[src/hw/rtl/lpht_pkg.sv]
// ----------------------------------------------------------------------------
// Linear probe hash table package
// Shared types, command and status codes.
// ----------------------------------------------------------------------------
package lpht_pkg;

  typedef enum logic [1:0] {
    CMD_INSERT = 2'd0,
    CMD_SEARCH = 2'd1,
    CMD_DELETE = 2'd2,
    CMD_NOP    = 2'd3
  } cmd_e;

  localparam logic [1:0] ST_DONE     = 2'd0;
  localparam logic [1:0] ST_NOTFOUND = 2'd1;
  localparam logic [1:0] ST_FULL     = 2'd2;

  localparam int unsigned KeyW = 64;
  localparam int unsigned IdW  = 32;
  localparam int unsigned AvgW = 32;
  localparam int unsigned EntW = KeyW + IdW + AvgW;
  localparam int unsigned PosW = 7;

  // Datapath operations issued by the controller.
  typedef enum logic [3:0] {
    OP_IDLE,
    OP_LOAD,      // capture request, set pointer to home slot
    OP_RD,        // issue read of slot at pointer
    OP_INC,       // pointer + 1
    OP_WRITE,     // write request entry at pointer, mark valid
    OP_CLR,       // clear valid at pointer, remember as hole
    OP_LO_DEC,    // lo scan pointer - 1
    OP_HI_SET,    // pointer <- hole + 1
    OP_PUSH,      // copy read slot into scratch, clear valid
    OP_POP,       // read scratch entry at pop pointer
    OP_POP_LOAD,  // scratch entry becomes current request
    OP_SCAN_LO    // pointer <- hole, for lower bound scan
  } op_e;

  typedef struct packed {
    op_e  op;
    logic set_result;
    logic [1:0] status;
    logic use_found;
  } dp_cmd_t;

  typedef struct packed {
    logic ptr_valid;   // slot at pointer valid (from valid bits)
    logic key_match;   // read key equals request key
    logic ptr_end;     // pointer is beyond last slot
    logic ptr_zero;    // pointer is slot zero
    logic ptr_is_hole; // pointer equals deleted slot
    logic pop_done;    // scratch empty
  } dp_sts_t;

endpackage

[src/hw/rtl/lpht_ctrl.sv]
// ----------------------------------------------------------------------------
// Linear probe hash table controller
// Sequences probing, cluster removal and reinsertion, and the handshake.
// ----------------------------------------------------------------------------
module lpht_ctrl import lpht_pkg::*; (
  input  logic       clk_i,
  input  logic       rst_ni,
  input  logic       in_valid_i,
  output logic       in_ready_o,
  input  logic [1:0] in_cmd_i,
  output logic       out_valid_o,
  input  logic       out_ready_i,
  input  dp_sts_t    sts_i,
  output dp_cmd_t    cmd_o
);

  localparam logic [3:0] S_IDLE    = 4'd0;
  localparam logic [3:0] S_HOME    = 4'd1;
  localparam logic [3:0] S_PROBE   = 4'd2;
  localparam logic [3:0] S_RDWAIT  = 4'd3;
  localparam logic [3:0] S_CHECK   = 4'd4;
  localparam logic [3:0] S_LO      = 4'd5;
  localparam logic [3:0] S_HI      = 4'd6;
  localparam logic [3:0] S_SWEEP   = 4'd7;
  localparam logic [3:0] S_SWRD    = 4'd8;
  localparam logic [3:0] S_POP     = 4'd9;
  localparam logic [3:0] S_POPWAIT = 4'd10;
  localparam logic [3:0] S_RHOME   = 4'd11;
  localparam logic [3:0] S_RPROBE  = 4'd12;
  localparam logic [3:0] S_OUT     = 4'd13;
  localparam logic [3:0] S_PUSHINC = 4'd14;

  logic [3:0] state_q, state_d;
  logic [1:0] op_q, op_d;

  assign in_ready_o  = (state_q == S_IDLE);
  assign out_valid_o = (state_q == S_OUT);

  always_comb begin
    state_d   = state_q;
    op_d      = op_q;
    cmd_o     = '{op: OP_IDLE, set_result: 1'b0, status: ST_NOTFOUND, use_found: 1'b0};
    unique case (state_q)
      S_IDLE: begin
        if (in_valid_i) begin
          op_d     = in_cmd_i;
          cmd_o.op = OP_LOAD;
          if (in_cmd_i == CMD_NOP) begin
            cmd_o.set_result = 1'b1;
            state_d = S_OUT;
          end else begin
            state_d = S_HOME;
          end
        end
      end
      S_HOME: state_d = S_PROBE;  // pointer takes home slot
      S_PROBE: begin
        if (sts_i.ptr_end) begin
          cmd_o.set_result = 1'b1;
          cmd_o.status = (op_q == CMD_INSERT) ? ST_FULL : ST_NOTFOUND;
          state_d = S_OUT;
        end else if (op_q == CMD_INSERT) begin
          if (!sts_i.ptr_valid) begin
            cmd_o.op = OP_WRITE;
            cmd_o.set_result = 1'b1;
            cmd_o.status = ST_DONE;
            state_d = S_OUT;
          end else begin
            cmd_o.op = OP_INC;
          end
        end else if (!sts_i.ptr_valid) begin
          cmd_o.set_result = 1'b1;
          state_d = S_OUT;
        end else begin
          cmd_o.op = OP_RD;
          state_d  = S_RDWAIT;
        end
      end
      S_RDWAIT: state_d = S_CHECK;
      S_CHECK: begin
        if (sts_i.key_match) begin
          cmd_o.set_result = 1'b1;
          cmd_o.status = ST_DONE;
          cmd_o.use_found = (op_q == CMD_SEARCH);
          if (op_q == CMD_DELETE) begin
            cmd_o.op  = OP_CLR;
            state_d   = S_LO;
          end else begin
            state_d = S_OUT;
          end
        end else begin
          cmd_o.op = OP_INC;
          state_d  = S_PROBE;
        end
      end
      // Walk down from the hole to find the first slot of the cluster.
      S_LO: begin
        if (!sts_i.ptr_valid && !sts_i.ptr_is_hole) begin
          cmd_o.op = OP_INC;
          state_d  = S_SWEEP;
        end else if (sts_i.ptr_zero) begin
          state_d = S_SWEEP;
        end else begin
          cmd_o.op = OP_LO_DEC;
        end
      end
      // Move every valid cluster slot to scratch; stop at first empty or end.
      S_SWEEP: begin
        if (sts_i.ptr_end) begin
          state_d = S_POP;
        end else if (sts_i.ptr_is_hole) begin
          cmd_o.op = OP_INC;
        end else if (!sts_i.ptr_valid) begin
          state_d = S_POP;
        end else begin
          cmd_o.op = OP_RD;
          state_d  = S_SWRD;
        end
      end
      S_SWRD: state_d = S_HI;
      S_HI: begin
        cmd_o.op = OP_PUSH;
        state_d  = S_PUSHINC;
      end
      S_PUSHINC: begin
        cmd_o.op = OP_INC;
        state_d  = S_SWEEP;
      end
      S_POP: begin
        if (sts_i.pop_done) begin
          state_d = S_OUT;
        end else begin
          state_d = S_POPWAIT;
        end
      end
      S_POPWAIT: begin
        cmd_o.op = OP_POP_LOAD;
        state_d  = S_RHOME;
      end
      S_RHOME: state_d = S_RPROBE;
      S_RPROBE: begin
        if (sts_i.ptr_end) begin
          state_d = S_POP;
        end else if (!sts_i.ptr_valid) begin
          cmd_o.op = OP_WRITE;
          state_d  = S_POP;
        end else begin
          cmd_o.op = OP_INC;
        end
      end
      S_OUT: if (out_ready_i) state_d = S_IDLE;
      default: state_d = S_IDLE;
    endcase
  end

  always_ff @(posedge clk_i or negedge rst_ni) begin
    if (!rst_ni) begin
      state_q   <= S_IDLE;
      op_q      <= CMD_NOP;
    end else begin
      state_q   <= state_d;
      op_q      <= op_d;
    end
  end

endmodule

[config.mk]
export PLATFORM = sky130hd
export DESIGN_NAME = lpht_ctrl
export DESIGN_NICKNAME = d
export VERILOG_FILES = /design/src/hw/rtl/lpht_pkg.sv /design/src/hw/rtl/lpht_ctrl.sv
export SDC_FILE = /design/constraint.sdc
export NUM_CORES = 1
export LEC_CHECK = 0
export BUFFER_PORTS_ARGS = -buffer_cell sky130_fd_sc_hd__buf_2
export CAP_MARGIN = 20
export CORE_MARGIN = 1.5
export CORE_UTILIZATION = 30
export CTS_CLUSTER_DIAMETER = 200
export DETAILED_ROUTE_END_ITERATION = 10
export PLACE_DENSITY = 0.48
export SKIP_LAST_GASP = 1
export SLEW_MARGIN = 5
export SYNTH_ARGS = -nofsm -noshare
export SYNTH_HDL_FRONTEND = slang
export SYNTH_SLANG_ARGS = --single-unit
[constraint.sdc]
create_clock -name clk_i -period 4.9 [get_ports clk_i]
set_input_delay 0.245 -clock clk_i [delete_from_list [all_inputs] [get_ports clk_i]]
set_output_delay 0.245 -clock clk_i [all_outputs]
set_load 0.02 [all_outputs]
Word-level counts from Yosys, hierarchy flattened
Index checks and enable logic that the tools add are counted.
Widths: inputs -> output; s select.
- bits in registers: 6
- latch bits: 0
- RAM bits: 0
- memory bits (read-only): 0
- input port bits: 12
- output and inout bits: 10
- word-level logic and storage cells: 73
- memories: 0
- add/sub/neg operators: 0
- multipliers: 0
- divide/modulo/power cells: 0
- $lt $le $gt $ge: 0
- equality and inequality tests: 23
- shift-type cells: 0
- multiplexer cells: 41
- bitwise logic cells: 0
- reductions and logical operators: 7
- operators by type and width (cell ; count):
    $mux 4 ; 20
    $pmux 4 s15 ; 1
    $pmux 4 s9 ; 1
    $eq 4x4->1 const B ; 7
    $mux 3 ; 9
    $eq 4x3->1 const B ; 4
    $ne 3x3->1 const B ; 3
    $eq 4x2->1 const B ; 2
    $mux 2 ; 4
    $reduce_and 6->1 ; 1
    $eq 2x2->1 const B ; 2
    $eq 4x1->1 const B ; 1
    $logic_not 4->1 ; 1
    $mux 1 ; 4
    $ne 4x4->1 const B ; 1
    $pmux 2 s2 ; 1
    $pmux 1 s3 ; 1
    $eq 2x1->1 const B ; 1
    $logic_not 1->1 ; 2
    $logic_not 2->1 ; 1
    $ne 2x1->1 const B ; 1
    $ne 2x2->1 const B ; 1
    $reduce_and 2->1 ; 1
    $logic_and 1x1->1 ; 1

Longest topological paths before layout
- depth after elaboration: 4
- mapped depth: 7
- gate-level depth less buffers: 5

Worst setup path after synthesis
No wires, ideal clock.
- path kind: reg2out
- start: reg state_q[2]
- end: out cmd_o[3] (netlist bit)
- arrival: 1.719 ns
- data required time: 4.655 ns
- path slack: 2.936 ns
- stages on the path, launching flop included: 5
- path buffers: 1
- cells stage by stage: dfrtp_1 > buf_4 > nor4_4 > nand2_1 > o21ai_0
- RTL lines (item ; line ; RTL):
    start, declared ; lpht_ctrl.sv:33 ; logic [3:0] state_q, state_d;
    start signal, assigned ; lpht_ctrl.sv:161 ; state_q <= state_d;
    end, declared ; lpht_ctrl.sv:14 ; output dp_cmd_t cmd_o

==> out/metrics.cfg <==
[sta]
relSlewSlack_pct = 49.29
fin_crit_ns = 2.372
worst_pin_slew_ns = 0.7606
fmax_mhz = 421.6
slew_violations = 0
rsz0062_at_grt = false
setup_viol = 0
finalHoldViolations = 0
whs_ns = 0.2648
setup_ws_ns = 2.528
finalSetupTns_ns = 0
finClkSkew_ns = 0.001953
post-route-period-util_pct = 48.41

[place]
place_area_sq_um = 923.4
finalWeightedCongestion = 0.8123
pre_cts_ws_ns = 2.825
port_buffers = 21
placed_cells = 149
dp_hpwl_um = 1744

[layout]
fillerInstances = 281
layoutNonFillerInstCount = 154
multi_input_area_sq_um = 616.8
layout-drive-gt1-share_pct = 30.65
antennaDiodeCount = 0
nNetsFinal = 137
final_area_sq_um = 959.7
seq_area_sq_um = 152.6
area_growth_pct = 15.34

[worst_setup_path]
setup.reg_to_reg.worst_slack_ns = 2.81
worst-path-max-fanout = 23
r2r-end = state_q[3]$_DFFE_PN0P_
worstSetupStartpointType = register
arrival_ns = 2.13
rr_startpoint = state_q[0]$_DFFE_PN0P_
critical_path_buf_inv_count = 1
r2r.worst_path.cells = 5
crit_chain = nand3b_4 > or3_1 > o21ai_2 > nand3b_1 > buf_2
required_ns = 4.66
path_class = reg -> out
critPathTopFamily = flip-flops
cpMaxStageDelayCell = dfrtp_1
critPathMaxStageDelay_ns = 0.83
endpoint_kind = primary output
cp_num_cells = 5

[synthesis]
synthArstFlopShare_pct = 100.0
synth-edff-count = 0
synth_seq_area_share_pct = 18.35
ys_warn_count = 0
syn_avg_cell_area_sq_um = 7.850
synth_ff_type = dfrtp_1
ys_top_cells_by_area = dfrtp_1, dfstp_2, nor2_1
ys_ff_latch = 6
postSynthCellCount = 106
yosysTopAreaCell = dfrtp_1
mappedNetlistNets = 118
yosysTopAreaCellShare_pct = 12.03
synth_cell_types = 42
netlist_area_sq_um = 832.0

[drt]
drt-initial-drc-count = 42
vias_per_cell = 5.656
drc = 0
ant_nets = 0
finalWirelength_um = 2303
dr_total_vias = 871
routedWlPerCell_um = 14.95
drt_first_pass_iters = 4

[clocking]
clk_latency_ns = 0.25
cts_setup_buffers = 0
root_buffer = clkbuf_4
ctsLongestPathBuffers = 2
htree_levels = 1
cts.clk_slew.worst_paths_ns = 0.05
cts_tree = built
cts_made_buffers = 3
cts.sinks = 6

[power_and_ir_drop]
p_switching_mw = 0.3543
pwr-share-clk_pct = 7.4
p_leak_nw = 0.4114
intPower_mw = 0.3174
vdd_drop_max_mv = 0.3294
power_frac_comb_pct = 63.9
p_sw_share_pct = 52.75
sequentialPowerShare_pct = 28.7
pwr_density_cell_mw_per_mm2 = 699.9

[grt]
grt_overflow_total = 0
antenna_found_initial = 0
grt_pass1_vias = 790
grt_first_pass_wirelength_um = 3795
track_usage_pct = 15.20
grt_max_degree = 24

[floorplanning]
start_util_pct = 32.69
die_area_sq_mm = 0.003099
rows = 18
die_h_um = 55.67
ios = 22
die_w_um = 55.67
coreArea_sq_mm = 0.002545

[hold_path]
hold_depth = 2
min-delay-start = in_cmd_i[1]
hp-class = in -> reg
holdPathEnd = op_q[1]$_DFFE_PN1N_

[flow_run]
maxCapViolCount = 0

[run_status]
status = complete, no violations

## per-stage QoR
stage	total power [mW]	util (%)
after floorplan	0.5370	-
after global placement	0.6213	36.28
after detailed placement	0.6157	36.28
after CTS	0.6694	37.71
after global routing	0.7236	37.71
final	0.6717	37.71
## synthesized netlist by cell type (3+ instances only)
| library cell | instances |
|---|---|
| a31oi_1 | 3 |
| nand2_1 | 10 |
| nor3_1 | 3 |
| nor2_1 | 13 |
| inv_1 | 3 |
| nor2b_1 | 4 |
| mux2_4 | 3 |
| a21oi_1 | 9 |
| nand2b_1 | 6 |
| o21ai_0 | 4 |
| buf_2 | 5 |
| dfrtp_1 | 4 |
## registers in the layout (all words and copies together), names as in the netlist
name and flops:
state_q 4, op_q 2
## cell type report
type	count	area share, %
multi-input combinational	89	64.28
sequential	6	15.91
timing repair buffer	22	11.99
tap	30	3.911
clock buffer	4	2.738
inverter	3	1.173
## cells in the final DEF, fill, tap and decap left out, types with 2 or more instances in the layout
cell and instances:
buf_2 21, nor2_1 13, nand2_1 10, a21oi_1 9
nand2b_1 6, nor2b_1 4, o21ai_0 4, dfrtp_1 4
inv_1 3, a31oi_1 3, nor3_1 3, mux2_4 3
clkbuf_4 3, o22ai_1 2, nand3_1 2, and3_1 2
nand3b_1 2, o21bai_1 2, o221ai_1 2, mux2_2 2
dfstp_2 2
## cells by family after synthesis
family | count (synthesis) | synth area share (%)
flip-flops | 6 | 18.35
multiplexers | 5 | 8.120
AO/OA/AOI/OAI | 36 | 32.79
buffers and inverters | 11 | 7.518
AND/OR/NAND/NOR | 48 | 33.23
## how the worst max path moves through the flow
stage	start	endpoint	slack [ns]
after detailed placement	state_q[2]$_DFFE_PN0P_	cmd_o[4]	2.83
after floorplan	state_q[2]$_DFFE_PN0P_	cmd_o[3]	2.94
after CTS	state_q[0]$_DFFE_PN0P_	cmd_o[4]	2.55
after global placement	state_q[0]$_DFFE_PN0P_	cmd_o[4]	2.79
final	state_q[2]$_DFFE_PN0P_	cmd_o[4]	2.53
after global routing	state_q[2]$_DFFE_PN0P_	cmd_o[5]	2.31
## power groups by stage
stage | logic (mW) | registers, mW | clock network [mW]
6_report | 0.429 | 0.193 | 0.0499
5_1_grt | 0.466 | 0.202 | 0.0562
4_1_cts | 0.428 | 0.190 | 0.0516
3_5_place_dp | 0.425 | 0.191 | 0
3_3_place_gp | 0.429 | 0.192 | 0
2_1_floorplan | 0.438 | 0.0992 | 0
## routing by layer
layer / track usage, % / vias to the layer above / wire [um]
li1: - / 433 / -
met1: 21.38 / 411 / 1084
met2: 23.13 / 27 / 1073
met3: 4.186 / 0 / 145
met4: 3.136 / 0 / 0
met5: 0 / - / 0
## what timing repair did
| action | in CTS | in global routing |
|---|---|---|
| gates resized for setup | 0 | 0 |
| endpoints found under the hold margin | 4 | 0 |
| hold buffers | 1 | 0 |
| endpoints found under the setup margin | 0 | 0 |
Power figures use the tool's default switching activity.
